===== config.mk =====
export PLATFORM = sky130hd
export DESIGN_NAME = differential_drive_mixer
export DESIGN_NICKNAME = d
export VERILOG_FILES = /design/src/design/ddmix_pkg.sv /design/src/design/ddmix_csu.sv /design/src/design/differential_drive_mixer.sv
export SDC_FILE = /design/constraint.sdc
export NUM_CORES = 1
export LEC_CHECK = 0
export BUFFER_PORTS_ARGS = -buffer_cell sky130_fd_sc_hd__buf_2
export CAP_MARGIN = 20
export CORE_MARGIN = 3
export CORE_UTILIZATION = 63
export DETAILED_ROUTE_END_ITERATION = 7
export PLACE_DENSITY = 0.81
export SKIP_LAST_GASP = 1
export SLEW_MARGIN = 20
export SYNTH_ARGS = -nofsm -noshare
export SYNTH_HDL_FRONTEND = slang
export SYNTH_SLANG_ARGS = --single-unit

===== constraint.sdc =====
create_clock -name i_clk -period 12.7 [get_ports i_clk]
set_input_delay 1.905 -clock i_clk [delete_from_list [all_inputs] [get_ports i_clk]]
set_output_delay 1.905 -clock i_clk [all_outputs]
set_load 0.005 [all_outputs]

===== src/design/ddmix_pkg.sv =====
// ----------------------------------------------------------------------------
// ddmix_pkg
// Shared types and constants of the differential drive mixer.
// ----------------------------------------------------------------------------
package ddmix_pkg;

    localparam int AXIS_W  = 16;
    localparam int SPEED_W = 16;
    localparam int CFG_W   = 15;
    localparam int DUR_W   = 16;
    localparam int IDX_W   = 1;
    localparam int CSU_W   = 19;

    localparam logic [CFG_W-1:0] ONE_Q14        = 15'd16384;
    localparam logic [CFG_W-1:0] GAIN_RESET     = 15'd16384;
    localparam logic [CFG_W-1:0] DEAD_ZONE_RST  = 15'd1639;

    localparam logic [IDX_W-1:0] REG_SPEED_GAIN = 1'b0;
    localparam logic [IDX_W-1:0] REG_DEAD_ZONE  = 1'b1;

    localparam logic OP_COMMAND = 1'b0;
    localparam logic OP_TICK    = 1'b1;

    typedef struct packed {
        logic                     operation;
        logic signed [AXIS_W-1:0] x_axis;
        logic signed [AXIS_W-1:0] y_axis;
        logic [DUR_W-1:0]         duration_ms;
    } t_mix_in;

    typedef struct packed {
        logic signed [SPEED_W-1:0] left_speed;
        logic signed [SPEED_W-1:0] right_speed;
        logic                      timed_out;
    } t_mix_out;

    typedef struct packed {
        logic             ge;
        logic [CSU_W-1:0] diff;
    } t_csu_res;

endpackage


===== src/design/ddmix_csu.sv =====
// ----------------------------------------------------------------------------
// ddmix_csu
// Compare-subtract unit shared by the square root and the divide steps.
// ----------------------------------------------------------------------------
module ddmix_csu
    import ddmix_pkg::*;
(
    input  logic [CSU_W-1:0] i_a,
    input  logic [CSU_W-1:0] i_b,
    output t_csu_res         o_res
);

    logic [CSU_W:0] w_sub;

    // borrow out of the extra bit means a < b
    assign w_sub      = {1'b0, i_a} - {1'b0, i_b};
    assign o_res.ge   = ~w_sub[CSU_W];
    assign o_res.diff = w_sub[CSU_W-1:0];

endmodule


===== src/design/differential_drive_mixer.sv =====
// ----------------------------------------------------------------------------
// differential_drive_mixer
// Joystick vector to left/right track speeds, with a millisecond auto stop.
// ----------------------------------------------------------------------------
// A command word runs the square root and, when the vector length exceeds 1.0
// and both speeds must be renormalized, the divide; a tick word leaves the
// input side ready unless it produces the stop word. The work is done by one
// compare-subtract unit that runs 16 square root steps and, when needed, 15
// restoring divide steps, plus one 16x16 multiplier used for the two squares
// and the two gain products. The input side is not ready while a word is in
// work; a finished word waits in an output register, so the next word can be
// accepted before the previous result is taken.
module differential_drive_mixer
    import ddmix_pkg::*;
#(
    parameter int COUNT_WIDTH = 16
) (
    input  logic             i_clk,
    input  logic             i_rst_n,
    input  logic             i_in_valid,
    output logic             o_in_ready,
    input  t_mix_in          i_in_word,
    output logic             o_out_valid,
    input  logic             i_out_ready,
    output t_mix_out         o_out_word,
    input  logic             i_cfg_we,
    input  logic [IDX_W-1:0] i_cfg_index,
    input  logic [CFG_W-1:0] i_cfg_data
);

    localparam logic [3:0] S_IDLE   = 4'd0;
    localparam logic [3:0] S_SQX    = 4'd1;
    localparam logic [3:0] S_SQY    = 4'd2;
    localparam logic [3:0] S_SQRT   = 4'd3;
    localparam logic [3:0] S_PREP   = 4'd4;
    localparam logic [3:0] S_DIV    = 4'd5;
    localparam logic [3:0] S_GAIN_N = 4'd6;
    localparam logic [3:0] S_GAIN_T = 4'd7;
    localparam logic [3:0] S_DONE   = 4'd8;

    localparam logic [3:0] SQRT_LAST = 4'd15;
    localparam logic [3:0] DIV_LAST  = 4'd14;

    localparam logic [32:0] CNT_MAX = (33'd1 << COUNT_WIDTH) - 33'd1;

    // control
    logic [3:0]             r_state;
    logic [3:0]             r_cnt;
    logic [COUNT_WIDTH-1:0] r_remaining;
    logic [CFG_W-1:0]       r_gain;
    logic [CFG_W-1:0]       r_dead_zone;
    logic                   r_out_valid;

    // datapath
    logic [AXIS_W-1:0]      r_xmag, r_ymag;
    logic                   r_xneg, r_yneg;
    logic [31:0]            r_rad;
    logic [CSU_W-1:0]       r_rem;
    logic [15:0]            r_root;
    logic [16:0]            r_drem;
    logic [14:0]            r_quot;
    logic [15:0]            r_mag_n, r_mag_t;
    logic                   r_sign_n, r_sign_t;
    logic [SPEED_W-1:0]     r_res_n;
    logic [SPEED_W-1:0]     r_left, r_right;
    logic                   r_tout;
    t_mix_out               r_out;

    logic                   w_in_acc;
    logic                   w_out_load;
    logic [AXIS_W-1:0]      w_xabs, w_yabs;
    logic                   w_xz, w_yz;
    logic                   w_arm;
    logic [32:0]            w_dur_ext;
    logic [COUNT_WIDTH-1:0] w_load;
    logic [15:0]            w_mul_a, w_mul_b;
    logic [31:0]            w_prod;
    logic [15:0]            w_gm;
    logic [SPEED_W-1:0]     w_gs;
    logic [CSU_W-1:0]       w_rem_sh;
    logic [CSU_W-1:0]       w_csu_a, w_csu_b;
    t_csu_res               w_csu;
    logic                   w_xzero, w_pivot;

    assign o_in_ready  = (r_state == S_IDLE);
    assign w_in_acc    = i_in_valid && o_in_ready;
    assign w_out_load  = (r_state == S_DONE) && (!r_out_valid || i_out_ready);
    assign o_out_valid = r_out_valid;
    assign o_out_word  = r_out;

    // dead zone on the raw axes
    assign w_xabs = i_in_word.x_axis[AXIS_W-1] ? AXIS_W'(-i_in_word.x_axis)
                                               : AXIS_W'(i_in_word.x_axis);
    assign w_yabs = i_in_word.y_axis[AXIS_W-1] ? AXIS_W'(-i_in_word.y_axis)
                                               : AXIS_W'(i_in_word.y_axis);
    assign w_xz   = w_xabs < {1'b0, r_dead_zone};
    assign w_yz   = w_yabs < {1'b0, r_dead_zone};

    // vector still nonzero after the dead zone
    assign w_arm  = (!w_xz && (w_xabs != '0)) || (!w_yz && (w_yabs != '0));

    assign w_dur_ext = {17'd0, i_in_word.duration_ms};
    assign w_load    = (w_dur_ext > CNT_MAX) ? CNT_MAX[COUNT_WIDTH-1:0]
                                             : w_dur_ext[COUNT_WIDTH-1:0];

    assign w_xzero = (r_xmag == '0);
    assign w_pivot = w_xzero && (r_ymag != '0);

    // shared multiplier
    always_comb begin
        unique case (r_state)
            S_SQX: begin
                w_mul_a = r_xmag;
                w_mul_b = r_xmag;
            end
            S_SQY: begin
                w_mul_a = r_ymag;
                w_mul_b = r_ymag;
            end
            S_GAIN_N: begin
                w_mul_a = r_mag_n;
                w_mul_b = {1'b0, r_gain};
            end
            default: begin
                w_mul_a = r_mag_t;
                w_mul_b = {1'b0, r_gain};
            end
        endcase
    end

    assign w_prod = 32'(w_mul_a) * 32'(w_mul_b);
    assign w_gm   = w_prod[29:14];
    assign w_gs   = (r_state == S_GAIN_N ? r_sign_n : r_sign_t) ? (~w_gm + 16'd1) : w_gm;

    // shared compare-subtract operands
    assign w_rem_sh = {r_rem[16:0], r_rad[31:30]};

    always_comb begin
        if (r_state == S_DIV) begin
            w_csu_a = {2'b00, r_drem};
            w_csu_b = {3'b000, r_root};
        end else begin
            w_csu_a = w_rem_sh;
            w_csu_b = {1'b0, r_root, 2'b01};
        end
    end

    ddmix_csu u_csu (
        .i_a   (w_csu_a),
        .i_b   (w_csu_b),
        .o_res (w_csu)
    );

    // sequencer, countdown, configuration, output handshake
    always_ff @(posedge i_clk) begin
        if (!i_rst_n) begin
            r_state     <= S_IDLE;
            r_cnt       <= '0;
            r_remaining <= '0;
            r_gain      <= GAIN_RESET;
            r_dead_zone <= DEAD_ZONE_RST;
            r_out_valid <= 1'b0;
        end else begin
            if (i_cfg_we) begin
                unique case (i_cfg_index)
                    REG_SPEED_GAIN: r_gain      <= (i_cfg_data > ONE_Q14) ? ONE_Q14
                                                                          : i_cfg_data;
                    REG_DEAD_ZONE:  r_dead_zone <= i_cfg_data;
                    default: ;
                endcase
            end

            if (w_out_load) begin
                r_out_valid <= 1'b1;
            end else if (i_out_ready) begin
                r_out_valid <= 1'b0;
            end

            unique case (r_state)
                S_IDLE: begin
                    if (w_in_acc) begin
                        if (i_in_word.operation == OP_TICK) begin
                            if (r_remaining != '0) begin
                                r_remaining <= r_remaining - COUNT_WIDTH'(1);
                                if (r_remaining == COUNT_WIDTH'(1)) begin
                                    r_state <= S_DONE;
                                end
                            end
                        end else begin
                            if (i_in_word.duration_ms != '0 && w_arm) begin
                                r_remaining <= w_load;
                            end else begin
                                r_remaining <= '0;
                            end
                            r_state <= S_SQX;
                        end
                    end
                end
                S_SQX: r_state <= S_SQY;
                S_SQY: begin
                    r_cnt   <= '0;
                    r_state <= S_SQRT;
                end
                S_SQRT: begin
                    r_cnt <= r_cnt + 4'd1;
                    if (r_cnt == SQRT_LAST) begin
                        r_state <= S_PREP;
                    end
                end
                S_PREP: begin
                    r_cnt <= '0;
                    if (r_root > 16'(ONE_Q14)) begin
                        r_state <= S_DIV;
                    end else begin
                        r_state <= S_GAIN_N;
                    end
                end
                S_DIV: begin
                    r_cnt <= r_cnt + 4'd1;
                    if (r_cnt == DIV_LAST) begin
                        r_state <= S_GAIN_N;
                    end
                end
                S_GAIN_N: r_state <= S_GAIN_T;
                S_GAIN_T: r_state <= S_DONE;
                S_DONE: begin
                    if (w_out_load) begin
                        r_state <= S_IDLE;
                    end
                end
                default: r_state <= S_IDLE;
            endcase
        end
    end

    // payload registers
    always_ff @(posedge i_clk) begin
        if (w_in_acc) begin
            r_xmag <= w_xz ? '0 : w_xabs;
            r_ymag <= w_yz ? '0 : w_yabs;
            r_xneg <= i_in_word.x_axis[AXIS_W-1] && !w_xz;
            r_yneg <= i_in_word.y_axis[AXIS_W-1] && !w_yz;
            r_left  <= '0;
            r_right <= '0;
            r_tout  <= (i_in_word.operation == OP_TICK);
        end

        unique case (r_state)
            S_SQX: r_rad <= w_prod;
            S_SQY: begin
                r_rad  <= r_rad + w_prod;
                r_rem  <= '0;
                r_root <= '0;
            end
            S_SQRT: begin
                r_rem  <= w_csu.ge ? w_csu.diff : w_rem_sh;
                r_root <= {r_root[14:0], w_csu.ge};
                r_rad  <= {r_rad[29:0], 2'b00};
            end
            S_PREP: begin
                r_sign_n <= r_xneg;
                r_sign_t <= w_pivot ? 1'b1 : r_xneg;
                r_drem   <= {1'b0, w_pivot ? r_root : (r_root - r_ymag)};
                r_mag_t  <= w_pivot ? r_root : (r_root - r_ymag);
                r_mag_n  <= (r_root > 16'(ONE_Q14)) ? 16'(ONE_Q14) : r_root;
                r_quot   <= '0;
            end
            S_DIV: begin
                // restoring step; remainder shifts after the subtract
                r_drem <= {(w_csu.ge ? w_csu.diff[15:0] : r_drem[15:0]), 1'b0};
                r_quot <= {r_quot[13:0], w_csu.ge};
                if (r_cnt == DIV_LAST) begin
                    r_mag_t <= {r_quot, w_csu.ge};
                end
            end
            S_GAIN_N: r_res_n <= w_gs;
            S_GAIN_T: begin
                r_tout <= 1'b0;
                if (r_yneg) begin
                    r_left  <= r_res_n;
                    r_right <= w_gs;
                end else begin
                    r_left  <= w_gs;
                    r_right <= r_res_n;
                end
            end
            default: ;
        endcase

        if (w_out_load) begin
            r_out.left_speed  <= r_left;
            r_out.right_speed <= r_right;
            r_out.timed_out   <= r_tout;
        end
    end

endmodule


==> results of run 1 <==
==> cells in the mapped netlist (all sizes together), types with 16 or more instances <==
master | number | area, sq um
a21o | 54 | 405.4
a22oi | 24 | 180.2
o21ai | 122 | 610.6
o211ai | 18 | 135.1
xnor2 | 56 | 490.5
edfxtp | 246 | 7387
clkbuf | 92 | 345.3
nand3 | 33 | 165.2
inv | 324 | 1216
nand2 | 356 | 1336
a31oi | 28 | 175.2
nor4 | 33 | 221.5
nand2b | 32 | 200.2
xor2 | 54 | 473.0
a221oi | 19 | 166.4
buf | 17 | 72.56
nor2 | 317 | 1190
a221o | 16 | 160.2
nor2b | 21 | 131.4
ha | 203 | 2540
mux2i | 45 | 450.4
and2 | 46 | 287.8
a211oi | 34 | 255.2
fa | 197 | 3944
nor3 | 49 | 245.2
o21a | 30 | 225.2
or3 | 26 | 182.7
a21oi | 185 | 925.9
dfxtp | 56 | 1121
==> layout make-up <==
class	instances	area [sq um]
Fill cell	3172	12420
Tap cell	532	665.6
Sequential cell	302	8508
Timing Repair Buffer	145	840.8
Clock inverter	24	285.3
Inverter	325	1220
Multi-Input combinational cell	2153	16400
Clock buffer	37	862.1
==> worst paths after layout <==
kind / start / endpoint / slack [ns] / depth (start not counted)
worst max-delay path: r_state[0] / r_rad[30] / 1.37 / 33
worst min-delay path: r_right[13] / o_out_word[14] / 0.41 / 0
worst max register to register: r_state[0] / r_rad[30] / 1.37 / 33
worst min register to register: r_right[13] / o_out_word[14] / 0.41 / 0
==> worst register-to-register path, delay by kind of cell, from the launching register on <==
| family | cells | cell delay (ns) |
|---|---|---|
| DFF | 1 | 0.34 |
| muxes | 1 | 0.38 |
| xor gates and xnor gates | 1 | 0.19 |
| and+or+nand+nor | 4 | 1.21 |
| AOI/OAI and AO/OA | 14 | 3.98 |
| adders and majority gates | 8 | 3.93 |
| buffers and inverters | 5 | 1.08 |
==> sequential cells by signal, summed over array words and instances, names as in the netlist, 4 cells and up <==
register and cells:
o_out_word 33, r_rad 32, r_drem 17, r_rem 17, r_left 16, r_mag_n 16
r_mag_t 16, r_remaining 16, r_res_n 16, r_right 16, r_root 16, r_xmag 16
r_ymag 16, r_dead_zone 15, r_gain 15, r_quot 15, r_cnt 4, r_state 4
==> through the flow <==
stage	hold WS (ns)	instance area, sq um	power, mW
floorplan	0.4003	26480	4.843
global placement	0.4028	27580	6.117
detailed placement	0.4045	27590	6.224
CTS	0.4189	28740	7.279
global route	0.4220	28780	7.921
finish	0.4144	28780	7.380
==> layout by cell type, fill, tap and decap left out, types with 30 or more instances in the layout <==
cell,Yosys,layout
ha_1,203,203
nand2_1,356,356
a211oi_1,34,34
xnor2_1,56,56
a21o_1,54,54
inv_1,323,323
buf_4,0,37
o21ai_0,118,118
dfxtp_1,56,56
o21a_1,30,30
edfxtp_1,246,246
nand3_1,33,32
nand2b_1,32,32
fa_1,197,197
mux2i_1,45,45
nor3_1,49,46
nor2_1,317,313
and2_1,46,46
clkbuf_16,0,34
xor2_1,54,54
a21oi_1,185,185
buf_2,1,106
nor4_1,32,32
==> cells by family after synthesis <==
family | share of synthesized area
compound gates | 0.1492
xor+xnor | 0.03638
fa+ha+maj | 0.2448
buf+inv | 0.06184
flops | 0.3213
mux | 0.01913
other cells | 0.0001416
simple gates | 0.1672
==> layer usage <==
metal | vias up | routed length, microns | share of wire
met5 | - | 0 | 0
met4 | 0 | 4241 | 0.054
met3 | 243 | 7352 | 0.094
met2 | 1182 | 36230 | 0.46
met1 | 10588 | 30790 | 0.39
li1 | 10121 | - | -
==> power breakdown <==
part / switching [mW] / total, mW / internal, mW / leakage [nW]
registers: 0.0672 / 1.36 / 1.30 / 2.76
logic: 3.13 / 4.99 / 1.85 / 9.32
clock network: 0.430 / 1.03 / 0.602 / 0.557
total: 3.63 / 7.38 / 3.75 / 12.6
==> results.sh, run 1 <==
export IMPL_coreArea_sq_um=41200
export IMPL_setup_viol=0
export IMPL_fin_crit_ns=11.33
export IMPL_instances_no_fill=3518
export IMPL_cts_max_level=2
export IMPL_syn_mean_instance_area_sq_um=9.167
export IMPL_routed_via_density=6.292
export IMPL_finClkSkew_ns=0.02681
export IMPL_max_stage_delay_ns=0.80
export IMPL_grt_util_met2=0.5678
export IMPL_ant_nets=0
export IMPL_ys_ff_latch=302
export IMPL_worstMarginPinSlew_ns=1.197
export IMPL_syn_nets=3359
export IMPL_clkLatencyLatePin_ns=0.55
export IMPL_port_buffers=104
export IMPL_pre_cts_slack_ns=1.631
export IMPL_dr_first_iter_drc_count=2057
export IMPL_fin_setup_tns_ns=0
export IMPL_wirelength_microns=78620
export IMPL_cp_end_kind="flop"
export IMPL_fin_crit_sh=0.8925
export IMPL_die_x_microns=211.0
export IMPL_cts_tree="done"
export IMPL_globalRouteMet3Util=0.07337
export IMPL_crit_slowest_cell="nor2_1"
export IMPL_yosysWarnings=0
export IMPL_cts_buffers=34
export IMPL_netlist_instances=2889
export IMPL_grt_max_degree=67
export IMPL_crit_arrival_ns=11.65
export IMPL_async_reset_ff_frac=0
export IMPL_clock_fmax_mhz=88.22
export IMPL_final_hold_viol_count=0
export IMPL_critPathMaxFanout=39
export IMPL_vias=22134
export IMPL_dr_pass1_iters=8
export IMPL_antenna_found_initial=1
export IMPL_yosysSeqAreaShare=0.3213
export IMPL_hp_class="reg -> reg"
export IMPL_start_util=0.6428
export IMPL_rsz0062_at_grt="no"
export IMPL_ir_worst_vdd_mv=0.3129
export IMPL_slew_viol_final=0
export IMPL_cts_hold_buf=0
export IMPL_cts_resized=0
export IMPL_cap_violations=0
export IMPL_diodes=0
export IMPL_setup_slack_ns=1.365
export IMPL_crit_family="compound AO/OA/AOI/OAI gates"
export IMPL_crit_type="reg -> reg"
export IMPL_place_gp_congestion=1.074
export IMPL_dp_cells=3454
export IMPL_ys_flop_type="edfxtp_1"
export IMPL_cts_setup_buffers=0
export IMPL_syn_area_sq_um=26480
export IMPL_dp_hpwl_microns=60580
export IMPL_grt_pass1_vias=21890
export IMPL_wl_per_cell_microns=22.35
export IMPL_crit_path_start_kind="flop"
export IMPL_yosysUniqueCellTypes=77
export IMPL_cts_root_buf="clkbuf_16"
export IMPL_power_density_nw_per_um2=256.4
export IMPL_rows=74
export IMPL_route_detailed_drc=0
export IMPL_track_usage=0.3516
export IMPL_status="complete, no violations"
export IMPL_drive_gt1_frac=0.08104
export IMPL_critPathRequiredTime_ns=13.01
export IMPL_crit_buf_inv=5
export IMPL_relSlewSlack=0.2021
export IMPL_top_usage_layer="met2"
export IMPL_cts_sinks=302
export IMPL_clk_pin_slew_worst_paths_ns=0.07
export IMPL_area_growth_pct=8.683
export IMPL_cts_buffer_depth=3
export IMPL_overflow=0
export IMPL_pin_count=105
export IMPL_finalNetCount=3431
export IMPL_met1_usage=0.4599
export IMPL_chipHeight_microns=211.0
export IMPL_cp_common_cell="fa_1"
export IMPL_dieArea_sq_um=44530
export IMPL_grt_pass1_wl_microns=122000
export IMPL_synth_edff_count=246
export IMPL_finish_utilization=0.6986
export IMPL_p_leak_nw=12.63
(Power assumes the default switching activity.)
==> inputs of run 2 (changes only) <==
- CORE_MARGIN: 3 -> 2
- clock period: 12.7 -> 12.8 ns (I/O delays scaled with it)
==> results.sh, run 2 (synthesis gave the netlist of run 1 again) <==
export IMPL_status="complete, no violations"
export IMPL_crit_slowest_cell="a22oi_1"
export IMPL_combPwrFrac=0.672
export IMPL_seqPwrFrac=0.185
export IMPL_hp_class="reg -> reg"
export IMPL_route_detailed_drc=0
export IMPL_grt_pass1_wl_microns=122200
export IMPL_largest_reg_flops=33
export IMPL_critPathRequiredTime_ns=13.10
export IMPL_p_leak_nw=12.64
export IMPL_cp_end_kind="flop"
export IMPL_start_util=0.6342
export IMPL_clock_fmax_mhz=90.04
export IMPL_cts_setup_buffers=0
export IMPL_crit_type="reg -> reg"
export IMPL_cts_buffer_depth=3
export IMPL_antenna_found_initial=4
export IMPL_switching_power_mw=3.612
export IMPL_crit_family="compound AO/OA/AOI/OAI gates"
export IMPL_cts_buffers=34
export IMPL_fillers=3300
export IMPL_crit_arrival_ns=11.41
export IMPL_layout_commonest_cell="nand2_1"
export IMPL_vias=22251
export IMPL_layout_common_cells="nand2_1 (356), inv_1 (323), nor2_1 (313)"
export IMPL_place_gp_congestion=1.037
export IMPL_max_stage_delay_ns=0.63
export IMPL_relSlewSlack=0.1940
export IMPL_chipHeight_microns=209.0
export IMPL_cts_hold_buf=0
export IMPL_pwr_share_clk=0.144
export IMPL_critPathMaxFanout=12
export IMPL_wl_per_cell_microns=22.22
export IMPL_port_buffers=104
export IMPL_fin_crit_sh=0.8677
export IMPL_dp_hpwl_microns=60010
export IMPL_dr_first_iter_drc_count=2121
export IMPL_cts_sinks=302
export IMPL_final_hold_viol_count=0
export IMPL_drive_gt1_frac=0.07942
export IMPL_pin_count=105
export IMPL_cts_resized=0
export IMPL_design_power_total_mw=7.334
export IMPL_finClkSkew_ns=0.02372
export IMPL_track_usage=0.3627
export IMPL_dr_pass1_iters=5
export IMPL_grt_pass1_vias=22002
export IMPL_fin_setup_tns_ns=0
export IMPL_crit_path_start_kind="flop"
export IMPL_power_density_nw_per_um2=254.7
export IMPL_slew_viol_final=0
export IMPL_ir_worst_vdd_mv=0.2668
export IMPL_finish_utilization=0.6896
export IMPL_intPower_mw=3.722
export IMPL_crit_buf_inv=5
export IMPL_cap_violations=0
export IMPL_cp_common_cell="fa_1"
export IMPL_die_x_microns=209.0
export IMPL_routed_via_density=6.314
export IMPL_cts_max_level=2
export IMPL_clk_pin_slew_worst_paths_ns=0.06
export IMPL_worstMarginPinSlew_ns=1.209
export IMPL_overflow=0
export IMPL_clkLatencyLatePin_ns=0.57
export IMPL_dieArea_sq_um=43690
export IMPL_p_sw_frac=0.4925
export IMPL_rows=75
export IMPL_rsz0062_at_grt="no"
export IMPL_ant_nets=0
export IMPL_wirelength_microns=78320
export IMPL_setup_viol=0
export IMPL_finalNetCount=3430
export IMPL_area_growth_pct=8.726
export IMPL_fin_crit_ns=11.11
export IMPL_cts_root_buf="clkbuf_16"
export IMPL_cts_tree="done"
export IMPL_grt_max_degree=67
export IMPL_coreArea_sq_um=41760
==> run 2: changes by cell type in the layout (fill, tap and decap cells not counted), sizes merged <==
cell      previous run  this run
bufinv               5         6
clkbuf              38        36
clkinv              13        14
clkinvlp             3         2
diode                0         1
inv                328       327
==> run 2: final timing paths <==
check / from / to / slack [ns] / cells past startpoint
worst max register to register: r_state[0] / r_rad[30] / 1.69 / 33
worst min register to register: r_left[0] / o_out_word[17] / 0.41 / 0
worst max-delay path: r_state[0] / r_rad[30] / 1.69 / 33
worst min-delay path: r_left[0] / o_out_word[17] / 0.41 / 0
==> run 2: worst reg2reg max path: cells and delay by family (launching register included) <==
family          cells  cell delay, ns
buf+inv             5            0.98
mux                 1            0.38
fa+ha+maj           8            3.81
compound gates     14            4.19
xor+xnor            1            0.17
simple gates        4            0.77
flops               1            0.57
==> run 2: power by group through the flow <==
stage	Sequential [mW]	Clock (mW)	Combinational (mW)
6_report	1.35	1.05	4.93
5_1_grt	1.36	1.10	5.44
4_1_cts	1.35	1.06	4.85
3_5_place_dp	1.37	0	4.80
3_3_place_gp	1.37	0	4.71
2_1_floorplan	1.34	0	3.46
==> run 2: cell type report <==
| cell class | count | area, sq um | area share |
|---|---|---|---|
| antenna | 1 | 2.502 | 0.00008690 |
| clock inverter | 24 | 327.8 | 0.01138 |
| multi-input combinational | 2153 | 16380 | 0.5690 |
| clock buffer | 36 | 858.3 | 0.02981 |
| sequential | 302 | 8508 | 0.2955 |
| inverter | 325 | 1220 | 0.04237 |
| tap | 539 | 674.4 | 0.02342 |
| timing repair buffer | 144 | 820.8 | 0.02850 |
==> run 2: per-layer routing <==
layer | vias to the layer above | routed length (microns) | GRT usage
li1 | 10130 | - | -
met1 | 10698 | 30290 | 0.4573
met2 | 1137 | 36340 | 0.5918
met3 | 280 | 6778 | 0.07048
met4 | 6 | 4871 | 0.2000
met5 | - | 36 | 0
==> run 2: stage by stage <==
step                      setup WS [ns]  hold WS [ns]  cell area [sq um]  std cells
final                             1.694        0.4104              28800       3524
after global routing              1.020        0.4059              28800       3524
after CTS                         1.802        0.4001              28790       3523
after detailed placement          1.886        0.4045              27610       3463
after global placement            2.246        0.4002              27610       3463
after floorplan                   3.610        0.4003              26480       2889
